## src/hw/rtl/mf3_pkg.sv

```systemverilog
`default_nettype none

package mf3_pkg;

	// Frame limits
	localparam int MAX_WIDTH  = 1024;
	localparam int MAX_HEIGHT = 4096;

	// Position counters: column index, and a row that runs two past the last row
	localparam int COL_W = $clog2(MAX_WIDTH);
	localparam int W_W   = COL_W + 1;
	localparam int ROW_W = $clog2(MAX_HEIGHT + 2);

	// Register field widths
	localparam int FW_W = 11;
	localparam int FH_W = 13;

	// Pixel and window geometry
	localparam int CH_W     = 8;
	localparam int N_CH     = 3;
	localparam int PIX_W    = N_CH * CH_W;
	localparam int LINE_W   = 2 * PIX_W;
	localparam int WIN_SIDE = 3;
	localparam int WIN_N    = WIN_SIDE * WIN_SIDE;
	localparam int CNT_W    = $clog2(WIN_N + 1);

	// Register bus
	localparam int ADDR_W    = 3;
	localparam int DATA_W    = 32;
	localparam int IDX_LSB   = 2;
	localparam int REG_IDX_W = ADDR_W - IDX_LSB;

	typedef enum logic [REG_IDX_W-1:0] {
		REG_FRAME_WIDTH,
		REG_FRAME_HEIGHT
	} reg_idx_t;

	// Frame geometry as the datapath sees it
	typedef struct packed {
		logic [W_W-1:0]   w;
		logic [ROW_W-1:0] h;
		logic             restart;
	} cfg_t;

endpackage

`default_nettype wire

```

## src/hw/rtl/mf3_median.sv

```systemverilog
`default_nettype none

module mf3_median (
	input  logic [mf3_pkg::WIN_N-1:0][mf3_pkg::CH_W-1:0] vals,
	input  logic [mf3_pkg::WIN_N-1:0]                    mask,
	output logic [mf3_pkg::CH_W-1:0]                     med
);
	import mf3_pkg::*;

	logic [CNT_W-1:0]            n;
	logic [CNT_W-1:0]            half;
	logic [WIN_N-1:0][CNT_W-1:0] rank;

	// Rank every valid entry (ties broken by position) and pick rank n/2
	always_comb begin
		n = '0;
		for (int i = 0; i < WIN_N; i++)
			n = n + CNT_W'(mask[i]);
		half = n >> 1;

		for (int i = 0; i < WIN_N; i++) begin
			rank[i] = '0;
			for (int j = 0; j < WIN_N; j++) begin
				if (mask[j] && ((vals[j] < vals[i]) || ((vals[j] == vals[i]) && (j < i))))
					rank[i] = rank[i] + CNT_W'(1);
			end
		end

		med = '0;
		for (int i = 0; i < WIN_N; i++) begin
			if (mask[i] && (rank[i] == half))
				med = med | vals[i];
		end
	end

endmodule

`default_nettype wire

```

## config.mk

```make
export PLATFORM = sky130hd
export DESIGN_NAME = mf3_median
export DESIGN_NICKNAME = d
export VERILOG_FILES = /design/src/hw/rtl/mf3_pkg.sv /design/src/hw/rtl/mf3_median.sv
export SDC_FILE = /design/constraint.sdc
export NUM_CORES = 1
export LEC_CHECK = 0
export BUFFER_PORTS_ARGS = -buffer_cell sky130_fd_sc_hd__buf_4
export CAP_MARGIN = 10
export CORE_UTILIZATION = 60
export DETAILED_ROUTE_END_ITERATION = 8
export PLACE_DENSITY_LB_ADDON = 0.25
export SYNTH_ARGS = -nofsm -noshare
export SYNTH_HDL_FRONTEND = slang
export SYNTH_SLANG_ARGS = --single-unit
```

## constraint.sdc

```tcl
create_clock -name vclk -period 13.8
set_input_delay 3.45 -clock vclk [all_inputs]
set_output_delay 3.45 -clock vclk [all_outputs]
set_load 0.05 [all_outputs]
```

==> flow_summary.yaml <==
status:
  status: "completed"
worst_setup_path:
  worstSetupStartpointType: "input pin"
  crit_fanout: 8
  critical_path.startpoint: "vals[57]"
  slowest_delay_ps: 400
  endpoint_kind: "output pin"
  crit_top_cell: "ha_1"
  crit_type: "in2out"
  arrival_ps: 10070
  critPathRequiredTime_ps: 10350
  cp_slowest_cell: "xnor3_1"
sta:
  hold_violations: 0
  fmax_mhz: 73.97
  tns_ps: 0
  slew_viol_final: 0
  setup_violations: 0
  worst_pin_slew_ps: 1289
  fin_crit_ps: 13520
  relSlewSlack_pct: 13.40
  period_share_pct: 97.96
  worst_slack_ps: 281.0
global_routing:
  grt_pass1_vias: 13290
  grt_max_degree: 26
  overflow: 0
  grt_pass1_wl_um: 73080
  grt_use_total_pct: 42.89
  antenna_found_initial: 0
floorplan:
  dieWidth_um: 148.5
  pin_count: 89
  dieArea_um2: 22050
  core_um2: 21020
  initial_core_util_pct: 61.26
  die_y_um: 148.5
  fp-row-count: 53
route:
  num_vias: 13840
  wl_per_cell_um: 23.58
  drt-initial-drc-count: 1221
  wirelength_um: 47570
  antenna_left: 0
  drc: 0
  firstDrtPassIters: 6
  via_per_inst: 6.864
layout:
  fin_nets: 2183
  seq_area_um2: 0
  diodes: 0
  clock_buffers: 0
  drive_above_1_share_pct: 12.86
  area_delta_synth_final_pct: 9.366
  design.seq.count: 0
place:
  post-place-ws_ps: 258.2
  hpwl_um: 37390
  portBuffers: 89
  gp_congestion: 1.013
synth:
  yosysWarnings: 0
  synth_area_per_cell_um2: 7.815
  synth_cells: 1648
  synth_largest_area_cell: "ha_1"
  yosysMostFrequentCell: "ha_1"
  synthTopCellsByCount: "ha_1, inv_1, nand2_1"
  synth_top_area_share_pct: 34.39
  syn_nets: 2087
  syn_area_um2: 12880
  yosysUniqueCellTypes: 105
  yosys-top-cells-area: "ha_1, xnor2_1, a21oi_1"
  ys_seq_area_share_pct: 0
power_and_ir_drop:
  vdd_drop_max_v: 0.0001438
  powerDensity_nw_per_um2: 97.80
  p_leak_nw: 6.613
clock_network:
  hold_buffers: 0
min_path:
  hold_path.startpoint: "vals[50]"
  hold_path.class: "in2out"
job:
  max-cap-violations: 0
==> cell usage in the layout (no fill, tap or decap), drive strengths merged, types with 7 or more instances in the layout <==
cell    netlist  routed
and4          8       8
and2         15      15
nand4        57      57
nand2b       13      13
o21a         20      20
nor2         78      78
nor3         44      44
o211ai       39      39
o22ai         7       7
or3           7       7
or2          18      18
and3         15      15
mux2i        14      14
nor2b        44      44
a21boi        8       8
o2111a        9       9
nor3b         7       7
mux2         10      10
xnor2        83      83
a22oi        12      12
o21bai        7       7
a21oi       121     121
a211oi       23      23
nand2       128     128
nand3        79      79
a21o         37      37
xor2         32      32
buf          11     116
o31a          9       9
a31oi         8       8
a211o         7       7
xnor3        12      12
nand4b        7       7
nor4         10      10
a32oi        17      17
inv         135     133
ha          354     354
o21ai        52      52
==> worst max-delay path, delay by kind of cell <==
kind	cells	cell delay, ps
muxes	1	260
and+or+nand+nor	6	1330
adders and majority gates	6	1630
AOI/OAI and AO/OA	13	1990
buffers and inverters	6	770
xor gates and xnor gates	2	620
==> layer usage <==
layer  share of wire, %  global-route usage (%)  routed length, um
met1                 40                   56.06              19170
met2                 41                   66.45              19600
met3                 12                   8.098               5898
met4                6.1                   22.68               2894
met5                  0                       0                  0
==> logic make-up (layout without fill, tap and decap cells) <==
| kind of cell | after synthesis | count (layout) | share of synthesized area, % |
|---|---|---|---|
| simple gates | 547 | 547 | 23.33 |
| buf+inv | 157 | 251 | 4.722 |
| fa+ha+maj | 358 | 358 | 35.01 |
| mux | 24 | 24 | 1.962 |
| xor+xnor | 129 | 129 | 11.09 |
| compound gates | 433 | 433 | 23.89 |
==> area by class of cell <==
type	instances	area [um^2]
repair buffers	116	885.9
multi-input cells	1491	12340
fillers	1791	6937
well taps	275	344.1
inverters	135	514.2
==> report_power, final <==
group	total (mW)	internal [mW]	switching, mW
Clock	0	0	0
Combinational	1.38	0.551	0.826
Sequential	0	0	0
Total	1.38	0.551	0.826
==> path summary, 6_finish.rpt <==
check	to	slack [ps]	cells after the start
setup / recovery	med[6]	280	34
hold / removal	med[2]	7390	4
==> metrics by stage <==
step | utilization [%] | hold slack [ps] | area (um^2) | total power, mW | instances
6_report | 67.00 | 7393 | 14080 | 1.377 | 2017
5_1_grt | 67.00 | 7423 | 14080 | 1.485 | 2017
4_1_cts | 66.53 | 7389 | 13980 | 1.332 | 2016
2_1_floorplan | - | 7346 | 12880 | 0.9653 | 1648
3_5_place_dp | 66.53 | 7392 | 13980 | 1.325 | 2016
3_3_place_gp | 66.53 | 7391 | 13980 | 1.285 | 2016
==> what timing repair did <==
item                       4_1_cts  5_1_grt
gates resized for setup          0       23
setup endpoints to repair        0        8
buffers inserted                 0        1
(Power assumes the default switching activity.)
