[src/hw/rtl/mf3_pkg.sv]
`default_nettype none

package mf3_pkg;

	// Frame limits
	localparam int MAX_WIDTH  = 1024;
	localparam int MAX_HEIGHT = 4096;

	// Position counters: column index, and a row that runs two past the last row
	localparam int COL_W = $clog2(MAX_WIDTH);
	localparam int W_W   = COL_W + 1;
	localparam int ROW_W = $clog2(MAX_HEIGHT + 2);

	// Register field widths
	localparam int FW_W = 11;
	localparam int FH_W = 13;

	// Pixel and window geometry
	localparam int CH_W     = 8;
	localparam int N_CH     = 3;
	localparam int PIX_W    = N_CH * CH_W;
	localparam int LINE_W   = 2 * PIX_W;
	localparam int WIN_SIDE = 3;
	localparam int WIN_N    = WIN_SIDE * WIN_SIDE;
	localparam int CNT_W    = $clog2(WIN_N + 1);

	// Register bus
	localparam int ADDR_W    = 3;
	localparam int DATA_W    = 32;
	localparam int IDX_LSB   = 2;
	localparam int REG_IDX_W = ADDR_W - IDX_LSB;

	typedef enum logic [REG_IDX_W-1:0] {
		REG_FRAME_WIDTH,
		REG_FRAME_HEIGHT
	} reg_idx_t;

	// Frame geometry as the datapath sees it
	typedef struct packed {
		logic [W_W-1:0]   w;
		logic [ROW_W-1:0] h;
		logic             restart;
	} cfg_t;

endpackage

`default_nettype wire

[src/hw/rtl/mf3_cfg.sv]
`default_nettype none

module mf3_cfg (
	input  logic                        clk,
	input  logic                        arst_n,
	input  logic                        psel,
	input  logic                        penable,
	input  logic                        pwrite,
	input  logic [mf3_pkg::ADDR_W-1:0]  paddr,
	input  logic [mf3_pkg::DATA_W-1:0]  pwdata,
	output logic [mf3_pkg::DATA_W-1:0]  prdata,
	output logic                        pready,
	output mf3_pkg::cfg_t               cfg
);
	import mf3_pkg::*;

	logic [FW_W-1:0] fw_q;
	logic [FH_W-1:0] fh_q;
	reg_idx_t        idx;
	logic            wr;

	assign pready = 1'b1;
	assign idx    = reg_idx_t'(paddr[ADDR_W-1:IDX_LSB]);
	assign wr     = psel && penable && pwrite && pready;

	always_ff @(posedge clk or negedge arst_n) begin
		if (!arst_n) begin
			fw_q <= FW_W'(1024);
			fh_q <= FH_W'(768);
		end else if (wr) begin
			case (idx)
				REG_FRAME_WIDTH:  fw_q <= pwdata[FW_W-1:0];
				REG_FRAME_HEIGHT: fh_q <= pwdata[FH_W-1:0];
				default: ;
			endcase
		end
	end

	always_comb begin
		case (idx)
			REG_FRAME_WIDTH:  prdata = DATA_W'(fw_q);
			REG_FRAME_HEIGHT: prdata = DATA_W'(fh_q);
			default:          prdata = '0;
		endcase
	end

	// Clamp to the supported range: zero acts as one, oversize as the maximum
	always_comb begin
		if (fw_q == '0)
			cfg.w = W_W'(1);
		else if (32'(fw_q) > 32'(MAX_WIDTH))
			cfg.w = W_W'(MAX_WIDTH);
		else
			cfg.w = W_W'(fw_q);

		if (fh_q == '0)
			cfg.h = ROW_W'(1);
		else if (32'(fh_q) > 32'(MAX_HEIGHT))
			cfg.h = ROW_W'(MAX_HEIGHT);
		else
			cfg.h = ROW_W'(fh_q);

		cfg.restart = wr;
	end

endmodule

`default_nettype wire

[config.mk]
export PLATFORM = sky130hd
export DESIGN_NAME = mf3_cfg
export DESIGN_NICKNAME = d
export VERILOG_FILES = /design/src/hw/rtl/mf3_pkg.sv /design/src/hw/rtl/mf3_cfg.sv
export SDC_FILE = /design/constraint.sdc
export NUM_CORES = 1
export LEC_CHECK = 0
export BUFFER_PORTS_ARGS = -buffer_cell sky130_fd_sc_hd__buf_4
export CAP_MARGIN = 20
export CORE_UTILIZATION = 46
export CTS_CLUSTER_SIZE = 14
export DETAILED_ROUTE_END_ITERATION = 12
export GPL_ROUTABILITY_DRIVEN = 0
export PLACE_DENSITY = 0.95
export SLEW_MARGIN = 30
export SYNTH_ARGS = -nofsm -noshare
export SYNTH_HDL_FRONTEND = slang
export SYNTH_SLANG_ARGS = --single-unit
export TNS_END_PERCENT = 50
[constraint.sdc]
create_clock -name clk -period 2.02 [get_ports clk]
set_input_delay 0.101 -clock clk [delete_from_list [all_inputs] [get_ports clk]]
set_output_delay 0.101 -clock clk [all_outputs]
set_load 0.02 [all_outputs]
==> impl_metrics.tcl, run 1 <==
set metrics [dict create \
    synthesis.instances 126 \
    run_status "finished, final reports clean" \
    initial_standard_cell_utilization_of_the_core_pct 49.3 \
    hold_start "pwdata[7]" \
    drc 0 \
    clockRootBuffer "sky130_fd_sc_hd__clkbuf_4" \
    detail_route.vias_per_cell 4.62 \
    drt_iter0_markers 17 \
    core_area_um2 3130 \
    worst_skew_pair.late_latency_ns 0.30 \
    grt_max_degree 25 \
    grt_setup_unrepaired "no" \
    maxCapViolCount 0 \
    worst-endpoint-arrival_ns 1.48 \
    worst-path-max-fanout 13 \
    fin_worst_hold_slack_ns 0.0218 \
    die-height_um 59.9 \
    hold_path_end "fh_q[7]" \
    setup_viol 0 \
    post_synth_main_area_contributors "sky130_fd_sc_hd__dfrtp_1 34%, sky130_fd_sc_hd__mux2_4 19%, sky130_fd_sc_hd__buf_4 10%" \
    die_area_um2 3590 \
    share_of_cells_above_drive_strength_1_pct 55.2 \
    worstSetupEndpointType "output port" \
    finalPower_mw 1.87 \
    timing.final.crit_period_ns 1.58 \
    post_synth_instance_area_um2 1540 \
    detail_route.wirelength_um 3100 \
    detailedRoute.firstPassIterationCount 4 \
    ff2ff_path_depth 2 \
    power-per-cell-area_nw_per_um2 953 \
    fillerInstances 268 \
    max_clock_freq_ghz 0.633 \
    ff2ff_setup_slack_ns 1.06 \
    required_ns 1.92 \
    syn_avg_cell_area_um2 12.2 \
    leakagePower_nw 1.02 \
    yosys_warnings 0 \
    netlist.top_cell.by_area "sky130_fd_sc_hd__dfrtp_1" \
    layout_worst_path_cycle_share_pct 78.2 \
    clkSinkCount 24 \
    ctsHtreeMaxLevel 1 \
    cp-start-kind "flop" \
    boundaryPins 98 \
    report.final.hold_viol_count 0 \
    clkSlewWorstSetupHoldPaths_ns 0.13 \
    post_cts.repair.setup_buffers 0 \
    timing_worst_setup_path_type "reg -> out" \
    area_growth_syn_to_layout_pct 27.6 \
    cts-root-to-sink-buffers 2 \
    cts_tree "done" \
    vdd_drop_max_v 0.000519 \
    design.final.nets 222 \
    wire_length_of_the_first_global_routing_pass_um 4690 \
    worst_clock_skew_ns 0 \
    die_w_um 59.9 \
    route.antenna.remaining_nets 0 \
    gr-total-overflow 0 \
    finalSetupTns_ns 0 \
    netlist.area_leader.share_pct 34.1 \
    numPortBuffers 56 \
    startpoint "fw_q[10]" \
    postSynthRegisterBits 24 \
    dr_total_vias 1039 \
    synth-seq-area-share_pct 39.2 \
    worst_hold_path_type "in -> reg" \
    grt_use_total_pct 18.4 \
    whs_path_depth 2 \
    core.rowCount 20 \
    antenna_cells_inserted 0 \
    number_of_antenna_violations_at_the_first_check_in_global_routing 0 \
    detail_route.wl_per_cell_um 13.8 \
    reg2reg_from "fh_q[12]" \
    first_global_vias 974 \
    ys_types 20 \
    regToRegEndpoint "fh_q[12]" \
    number_of_max_slew_violations_in_the_final_report 0 \
    tritoncts.num_buffers 3 \
    dpl.hpwl_um 2310 \
]
cell usage after synthesis:
master                     count
sky130_fd_sc_hd__and2_1        2
sky130_fd_sc_hd__and3_1        1
sky130_fd_sc_hd__nand4_4       1
sky130_fd_sc_hd__mux2_4       20
sky130_fd_sc_hd__clkbuf_1      4
sky130_fd_sc_hd__mux2_2       14
sky130_fd_sc_hd__nand4b_4      1
sky130_fd_sc_hd__nand2_1       1
sky130_fd_sc_hd__buf_4        21
sky130_fd_sc_hd__dfrtp_1      21
sky130_fd_sc_hd__buf_6         3
sky130_fd_sc_hd__nor2_1        1
sky130_fd_sc_hd__buf_2         1
sky130_fd_sc_hd__inv_1         2
sky130_fd_sc_hd__nor4_1        5
sky130_fd_sc_hd__nor2b_1      20
sky130_fd_sc_hd__dfstp_2       3
sky130_fd_sc_hd__o21ai_0       1
sky130_fd_sc_hd__a32o_1        2
sky130_fd_sc_hd__conb_1        2
how the worst max path moves through the flow:
stage	end	slack (ns)	cells past startpoint
6_report	cfg[14]	0.44	3
5_1_grt	cfg[14]	0.34	3
4_1_cts	cfg[14]	0.42	3
3_5_place_dp	cfg[14]	0.78	3
3_3_place_gp	cfg[14]	0.78	3
2_1_floorplan	prdata[10]	0.86	2
timing repair:
action	in CTS	in global routing
hold buffers	1	4
endpoints found under the setup margin	0	0
resized for setup	0	0
hold endpoints to repair	24	4
registers in the layout, indices dropped and copies added (netlist names):
signal / flops
fw_q: 11
fh_q: 13
metrics by stage:
stage          area, um2  setup WS, ns  util [%]  std cells
2_1_floorplan       1610         0.859         -        144
3_3_place_gp        1880         0.783      60.1        216
3_5_place_dp        1880         0.783      60.1        216
4_1_cts             1930         0.415      61.6        221
5_1_grt             1970         0.342      62.9        225
6_report            1970         0.441      62.9        225
routing by layer:
metal	global-route usage [%]	wire, um	up-vias
li1	-	-	498
met1	22.6	1280	501
met2	33.0	1700	38
met3	2.38	114	2
met4	5.98	9	0
met5	0	0	-
report_power, final:
group / total (mW) / switching (mW) / internal (mW) / leakage [nW]
Clock: 0.248 / 0.138 / 0.110 / 0.0210
Sequential: 0.712 / 0.115 / 0.597 / 0.284
Combinational: 0.914 / 0.446 / 0.468 / 0.716
Total: 1.87 / 0.699 / 1.17 / 1.02
layout by cell type, fill, tap and decap left out, drive strengths merged, types with 2 or more instances in the layout:
cell	netlist	layout
clkbuf	4	4
mux2	34	34
buf	25	57
a32o	2	2
dlygate4sd3	0	5
nor2b	20	20
dfstp	3	3
nor4	5	5
conb	2	20
inv	2	2
and2	2	2
dfrtp	21	21
cell families after synthesis:
group                  Yosys count  synth area share [%]
AO/OA/AOI/OAI                    3                  1.62
flip-flops                      24                  39.2
other                            2                 0.487
AND/OR/NAND/NOR                 32                  14.8
buffers and inverters           31                  14.2
multiplexers                    34                  29.7
area by class of cell:
| class | instances | area [um2] | share of cell area (%) |
|---|---|---|---|
| Multi-Input combinational cell | 89 | 786 | 39.9 |
| Sequential cell | 24 | 604 | 30.7 |
| Timing Repair Buffer | 62 | 478 | 24.3 |
| Tap cell | 44 | 55.1 | 2.80 |
| Clock buffer | 4 | 36.3 | 1.84 |
| Inverter | 2 | 7.51 | 0.382 |
worst max-delay path, stage by stage (launching register included):
cell and delay [ns]:
sky130_fd_sc_hd__dfstp_2 0.70, sky130_fd_sc_hd__inv_1 0.10, sky130_fd_sc_hd__a32o_1 0.22, sky130_fd_sc_hd__buf_4 0.15
Note: power is estimated with default switching activity, not from simulation.
==> inputs of run 2 (changes only) <==
- ABC_AREA: unset -> 1
- CORE_UTILIZATION: 46 -> 40
- PLACE_DENSITY: 0.95 -> 0.87
- clock period: 2.02 -> 1.3 ns (I/O delays scaled with it)
==> run 2 against run 1 <==
Against the previous run:
- the run now ends with setup timing left
- cell area up 24%
- cell count is 49% higher
- wire length is 50% higher
- sequential cell count did not move
- sequential power is 47% higher
- synthesized cell count increased by 71%
- global-route usage grew 2.0 points
- critical path depth up 3
- register-to-register slack worse by 0.67 ns
- worst hold slack gained 0.017 ns
- synthesized area increased by 13%
- via count is 56% higher
- critical path type unchanged
==> impl_metrics.tcl, run 2 <==
set metrics [dict create \
    pre_cts_slack_ns -0.0152 \
    globalRouteMet1Util_pct 24.8 \
    clockRootBuffer "sky130_fd_sc_hd__clkbuf_8" \
    worst_hold_path_type "in -> reg" \
    route.antenna.remaining_nets 0 \
    ff2ff_setup_slack_ns 0.39 \
    total_instance_count_after_detailed_placement 319 \
    ys_types 25 \
    gr-total-overflow 0 \
    die_area_um2 4630 \
    die_w_um 68.0 \
    first_global_vias 1486 \
    cp-start-kind "flop" \
    timing_worst_setup_path_type "reg -> out" \
    syn_avg_cell_area_um2 8.07 \
    power-per-cell-area_nw_per_um2 1450 \
    dr_total_vias 1617 \
    max_clock_freq_ghz 0.624 \
    synthXorXnorAreaFrac_pct 0 \
    layout_worst_path_cycle_share_pct 123 \
    wire_length_of_the_first_global_routing_pass_um 6950 \
    register_area_um2 606 \
    vdd_drop_max_v 0.000536 \
    groute.layer.met2.usage_pct 34.2 \
    worst_skew_pair.late_latency_ns 0.27 \
    area_growth_syn_to_layout_pct 40.1 \
    worst-path-max-fanout 8 \
    synth_compound_area_share_pct 20.1 \
    grt_use_total_pct 20.4 \
    synth-async-reset-ratio_pct 100 \
    synth_top_family_by_area "simple AND/OR/NAND/NOR gates" \
    largestRegisters "fh_q: 13 flops, fw_q: 11 flops" \
    detail_route.wl_per_cell_um 13.8 \
    initial_standard_cell_utilization_of_the_core_pct 42.7 \
    mostFrequentLayoutCell "sky130_fd_sc_hd__buf_4" \
    finalSetupTns_ns -4.65 \
    core.rowCount 23 \
    finish.utilization_pct 59.8 \
    grt_most_used_layer "met2" \
    cts_tree "done" \
    post_synth_main_area_contributors "sky130_fd_sc_hd__dfrtp_1 30%, sky130_fd_sc_hd__o21ai_2 12%, sky130_fd_sc_hd__buf_4 9.5%" \
    reg2reg_from "fh_q[7]" \
    detailedRoute.firstPassIterationCount 4 \
    regToRegEndpoint "fh_q[7]" \
    numPortBuffers 56 \
    synthFlopType "sky130_fd_sc_hd__dfrtp_1" \
    yosys.cell_count.top_type "sky130_fd_sc_hd__nand2_1" \
    clkSlewWorstSetupHoldPaths_ns 0.09 \
    fillerInstances 324 \
    instances_no_fill 336 \
    report.final.hold_viol_count 0 \
    synthMuxAreaShare_pct 0 \
    post_synth_edffs 0 \
    worst-endpoint-arrival_ns 1.54 \
    worstPathCellList "nor2_4, nand3_2, o21ai_4, inv_6, nor2_2, buf_6" \
    yosys.area_share.adder_pct 0 \
    worst_clock_skew_ns 0 \
    failed_checks "setup timing" \
    number_of_max_slew_violations_in_the_final_report 0 \
    worstSetupEndpoint "cfg[23]" \
    timing.final.crit_period_ns 1.60 \
    drc 0 \
    detail_route.vias_per_cell 4.81 \
    grt_setup_unrepaired "yes" \
    post_synth_instance_area_um2 1740 \
    final_worst_path_setup_slack_ns -0.303 \
    ff2ff_path_depth 4 \
    clkSinkCount 24 \
    maxCapViolCount 0 \
    finalPower_mw 3.55 \
    synth-seq-area-share_pct 34.7 \
    startpoint "fw_q[2]" \
    required_ns 1.24 \
    die-height_um 68.0 \
    cts-root-to-sink-buffers 2 \
    number_of_flip_flops_under_the_largest_register_name 13 \
    ctsHtreeMaxLevel 1 \
    dpl.hpwl_um 3020 \
    register_ranked_first_by_flip_flop_count "fh_q" \
    number_of_antenna_violations_at_the_first_check_in_global_routing 0 \
    postSynthRegisterBits 24 \
    core_area_um2 4090 \
    netlist.area_leader.share_pct 30.2 \
    multiInputGateArea_um2 930 \
    synth-simple-area-share_pct 23.4 \
    setup_viol 21 \
    run_status "finished with violations" \
    synthesis.instances 216 \
    netlist.top_cell.by_area "sky130_fd_sc_hd__dfrtp_1" \
    boundaryPins 98 \
    layout.cells.most_common_list "64 x sky130_fd_sc_hd__buf_4, 36 x sky130_fd_sc_hd__nand2_1, 26 x sky130_fd_sc_hd__o21ai_2" \
    tritoncts.num_buffers 3 \
    antenna_cells_inserted 0 \
    grt_max_degree 27 \
    design.final.nets 327 \
    worstSetupEndpointType "output port" \
    critical-path-slowest-cell "sky130_fd_sc_hd__dfrtp_1" \
    post_synth_most_frequent_cells "41 x sky130_fd_sc_hd__nand2_1, 29 x sky130_fd_sc_hd__inv_1, 23 x sky130_fd_sc_hd__o21ai_2" \
    leakagePower_nw 1.30 \
    use_met3_pct 2.67 \
    yosys_warnings 0 \
    critPathMaxStageDelay_ns 0.45 \
    drt_iter0_markers 63 \
    detail_route.wirelength_um 4650 \
    share_of_cells_above_drive_strength_1_pct 57.0 \
]
==> run 2: cell type report <==
class | count | area share [%]
timing repair buffer | 79 | 26.7
tap | 50 | 2.56
inverter | 31 | 4.97
multi-input combinational | 148 | 38.1
clock buffer | 3 | 1.69
sequential | 24 | 24.8
clock inverter | 1 | 1.23
==> run 2: per-layer routing <==
layer  vias to the layer above  wire, um
li1                        761         -
met5                         -         0
met2                        74      2370
met3                        20       269
met4                         0       191
met1                       762      1820
==> run 2: kinds of logic after synthesis <==
| logic type | count (synthesis) |
|---|---|
| other | 2 |
| AO/OA/AOI/OAI | 43 |
| buffers and inverters | 63 |
| flip-flops | 24 |
| AND/OR/NAND/NOR | 84 |
==> run 2: through the flow <==
step / instance area, um2 / hold slack, ns
2_1_floorplan: 1810 / -0.231
3_3_place_gp: 2120 / -0.0258
3_5_place_dp: 2120 / -0.0235
4_1_cts: 2360 / 0.0327
5_1_grt: 2440 / 0.0499
6_report: 2440 / 0.0390
==> run 2: repair_timing <==
item / CTS / global route
setup buffers: 8 / 3
gates cloned: 1 / 0
pin swaps: 9 / 6
hold buffers: 1 / 0
resized for setup: 28 / 27
setup endpoints to repair: 22 / 28
hold endpoints to repair: 24 / 0
==> run 2: how the worst min path moves through the flow <==
stage                from       end  slack [ns]  depth (start not counted)
3_3_place_gp       arst_n  fh_q[10]       -0.03                          1
4_1_cts        pwdata[11]  fh_q[11]        0.03                          3
5_1_grt        pwdata[11]  fh_q[11]        0.05                          3
6_report       pwdata[11]  fh_q[11]        0.04                          3
3_5_place_dp       arst_n   fw_q[3]       -0.02                          1
2_1_floorplan      arst_n   fh_q[0]       -0.23                          0
==> run 2: power breakdown <==
group	internal, mW	leakage [nW]	total (mW)	switching [mW]
sequential	0.900	0.294	1.05	0.151
clock	0.412	0.0357	0.665	0.253
combinational	0.816	0.969	1.84	1.02
total	2.13	1.30	3.55	1.42
==> run 2: critical path, delay by kind of cell, from the launching register on <==
| family | cells | cell delay (ns) |
|---|---|---|
| flip-flops | 1 | 0.45 |
| AND/OR/NAND/NOR | 3 | 0.36 |
| buffers and inverters | 2 | 0.23 |
| AO/OA/AOI/OAI | 1 | 0.22 |
==> inputs of run 3 (changes only) <==
- PLACE_DENSITY: 0.87 -> 0.76
- clock period: 1.3 -> 1.4 ns (I/O delays scaled with it)
==> run 3 against run 2 <==
Against the previous run:
- clock skew unchanged
- total power shrank 18%
- worst setup slack improved by 0.16 ns
- cell area fell by 5.1%
- critical endpoint is now cfg[16]
- the flow still finishes with violations (setup timing)
- utilization fell by 3.0 points
==> impl_metrics.tcl, run 3 (synthesis results as in run 2) <==
set metrics [dict create \
    clockRootBuffer "sky130_fd_sc_hd__clkbuf_8" \
    clkSlewWorstSetupHoldPaths_ns 0.09 \
    design.final.nets 324 \
    required_ns 1.33 \
    worst_skew_pair.late_latency_ns 0.26 \
    intPower_mw 1.74 \
    instances_no_fill 333 \
    initial_standard_cell_utilization_of_the_core_pct 42.7 \
    report.final.hold_viol_count 0 \
    detail_route.wirelength_um 3710 \
    register_ranked_first_by_flip_flop_count "fh_q" \
    wire_length_of_the_first_global_routing_pass_um 5890 \
    max_clock_freq_ghz 0.650 \
    layout_worst_path_cycle_share_pct 110 \
    number_of_flip_flops_under_the_largest_register_name 13 \
    cts_tree "done" \
    number_of_max_slew_violations_in_the_final_report 0 \
    dpl.hpwl_um 2800 \
    power.net_switching_mw 1.18 \
    layout.cells.most_common_list "62 x sky130_fd_sc_hd__buf_4, 41 x sky130_fd_sc_hd__nand2_1, 28 x sky130_fd_sc_hd__inv_1" \
    detailedRoute.firstPassIterationCount 5 \
    maxCapViolCount 0 \
    timing_worst_setup_path_type "reg -> out" \
    power_switching_share_pct 40.5 \
    grt_setup_unrepaired "yes" \
    dr_total_vias 1464 \
    drc 0 \
    power.sequential.fraction_pct 32.8 \
    finalSetupTns_ns -1.98 \
    gr-total-overflow 0 \
    fin_worst_hold_slack_ns 0.0469 \
    die_w_um 68.0 \
    route.antenna.remaining_nets 0 \
    core.rowCount 23 \
    comb_pwr_share_pct 52.8 \
    antenna_cells_inserted 0 \
    worstSetupEndpointType "output port" \
    finalPower_mw 2.92 \
    worst-path-max-fanout 8 \
    cp-start-kind "flop" \
    core_area_um2 4090 \
    vdd_drop_max_v 0.000584 \
    cts-root-to-sink-buffers 2 \
    detail_route.wl_per_cell_um 11.1 \
    grt_max_degree 27 \
    largestRegisters "fh_q: 13 flops, fw_q: 11 flops" \
    die-height_um 68.0 \
    clkSinkCount 24 \
    worst-endpoint-arrival_ns 1.47 \
    area_growth_syn_to_layout_pct 33.0 \
    grt_use_total_pct 16.9 \
    power_frac_clock_pct 14.4 \
    final_worst_path_setup_slack_ns -0.139 \
    worst_clock_skew_ns 0 \
    drt_iter0_markers 43 \
    share_of_cells_above_drive_strength_1_pct 51.2 \
    ctsHtreeMaxLevel 1 \
    mostFrequentLayoutCell "sky130_fd_sc_hd__buf_4" \
    first_global_vias 1312 \
    number_of_antenna_violations_at_the_first_check_in_global_routing 0 \
    failed_checks "setup timing" \
    leakagePower_nw 1.25 \
    boundaryPins 98 \
    timing.final.crit_period_ns 1.54 \
    run_status "finished with violations" \
    detail_route.vias_per_cell 4.40 \
    setup_viol 19 \
    total_instance_count_after_detailed_placement 313 \
    power-per-cell-area_nw_per_um2 1260 \
    worst_hold_path_type "in -> reg" \
    tritoncts.num_buffers 3 \
    die_area_um2 4630 \
    numPortBuffers 56 \
]
-- run 3: final timing paths --
path                       cells after the start  slack (ns)  startpoint  endpoint
setup / recovery                               6       -0.14     fw_q[6]   cfg[16]
hold / removal                                 3        0.05  pwdata[11]  fh_q[11]
setup reg to reg                               4        0.51     fh_q[6]   fh_q[6]
hold reg to reg                                2        0.51     fh_q[9]   fh_q[9]
max in group asynchronous                      2        0.88      arst_n   fh_q[8]
min in group asynchronous                      2        0.23      arst_n   fw_q[0]
-- run 3: through the flow --
step | util [%] | area [um2] | worst slack, ns
2_1_floorplan | - | 1810 | 0.172
4_1_cts | 55.0 | 2250 | -0.143
6_report | 56.7 | 2320 | -0.139
3_3_place_gp | 50.8 | 2070 | 0.112
3_5_place_dp | 50.8 | 2070 | 0.116
5_1_grt | 56.7 | 2320 | -0.220
-- run 3: cell type report --
cell class	count	area [um2]
Clock buffer	4	45.0
Fill cell	375	1770
Inverter	31	119
Multi-Input combinational cell	148	865
Sequential cell	24	606
Tap cell	50	62.6
Timing Repair Buffer	76	622
-- run 3: critical path, stage by stage, from the launching register on --
cell,delay (ns)
sky130_fd_sc_hd__dfrtp_1,0.40
sky130_fd_sc_hd__nor2_2,0.15
sky130_fd_sc_hd__nand3_1,0.11
sky130_fd_sc_hd__o21ai_2,0.19
sky130_fd_sc_hd__inv_4,0.10
sky130_fd_sc_hd__nor2_2,0.13
sky130_fd_sc_hd__buf_6,0.13
-- run 3: timing repair --
item | 4_1_cts | 5_1_grt
pin swaps | 5 | 3
setup buffers | 10 | 4
hold buffers | 1 | 0
endpoints found under the hold margin | 24 | 0
resized for setup | 10 | 14
endpoints found under the setup margin | 19 | 20
cloned | 1 | 0
-- run 3: layer usage --
| metal | vias to the layer above | share of wire, % | GRT usage, % |
|---|---|---|---|
| met1 | 656 | 45 | 22.9 |
| met2 | 47 | 50 | 27.5 |
| li1 | 759 | - | - |
| met4 | 0 | 0.54 | 6.25 |
| met5 | - | 0 | 0 |
| met3 | 2 | 4.4 | 2.00 |
-- run 3: power by group through the flow --
stage	Combinational, mW	Sequential (mW)	Clock (mW)
floorplan	0.916	0.950	0
global placement	1.31	0.976	0
detailed placement	1.32	0.981	0
CTS	1.47	0.951	0.431
global route	1.68	0.977	0.449
finish	1.55	0.959	0.420
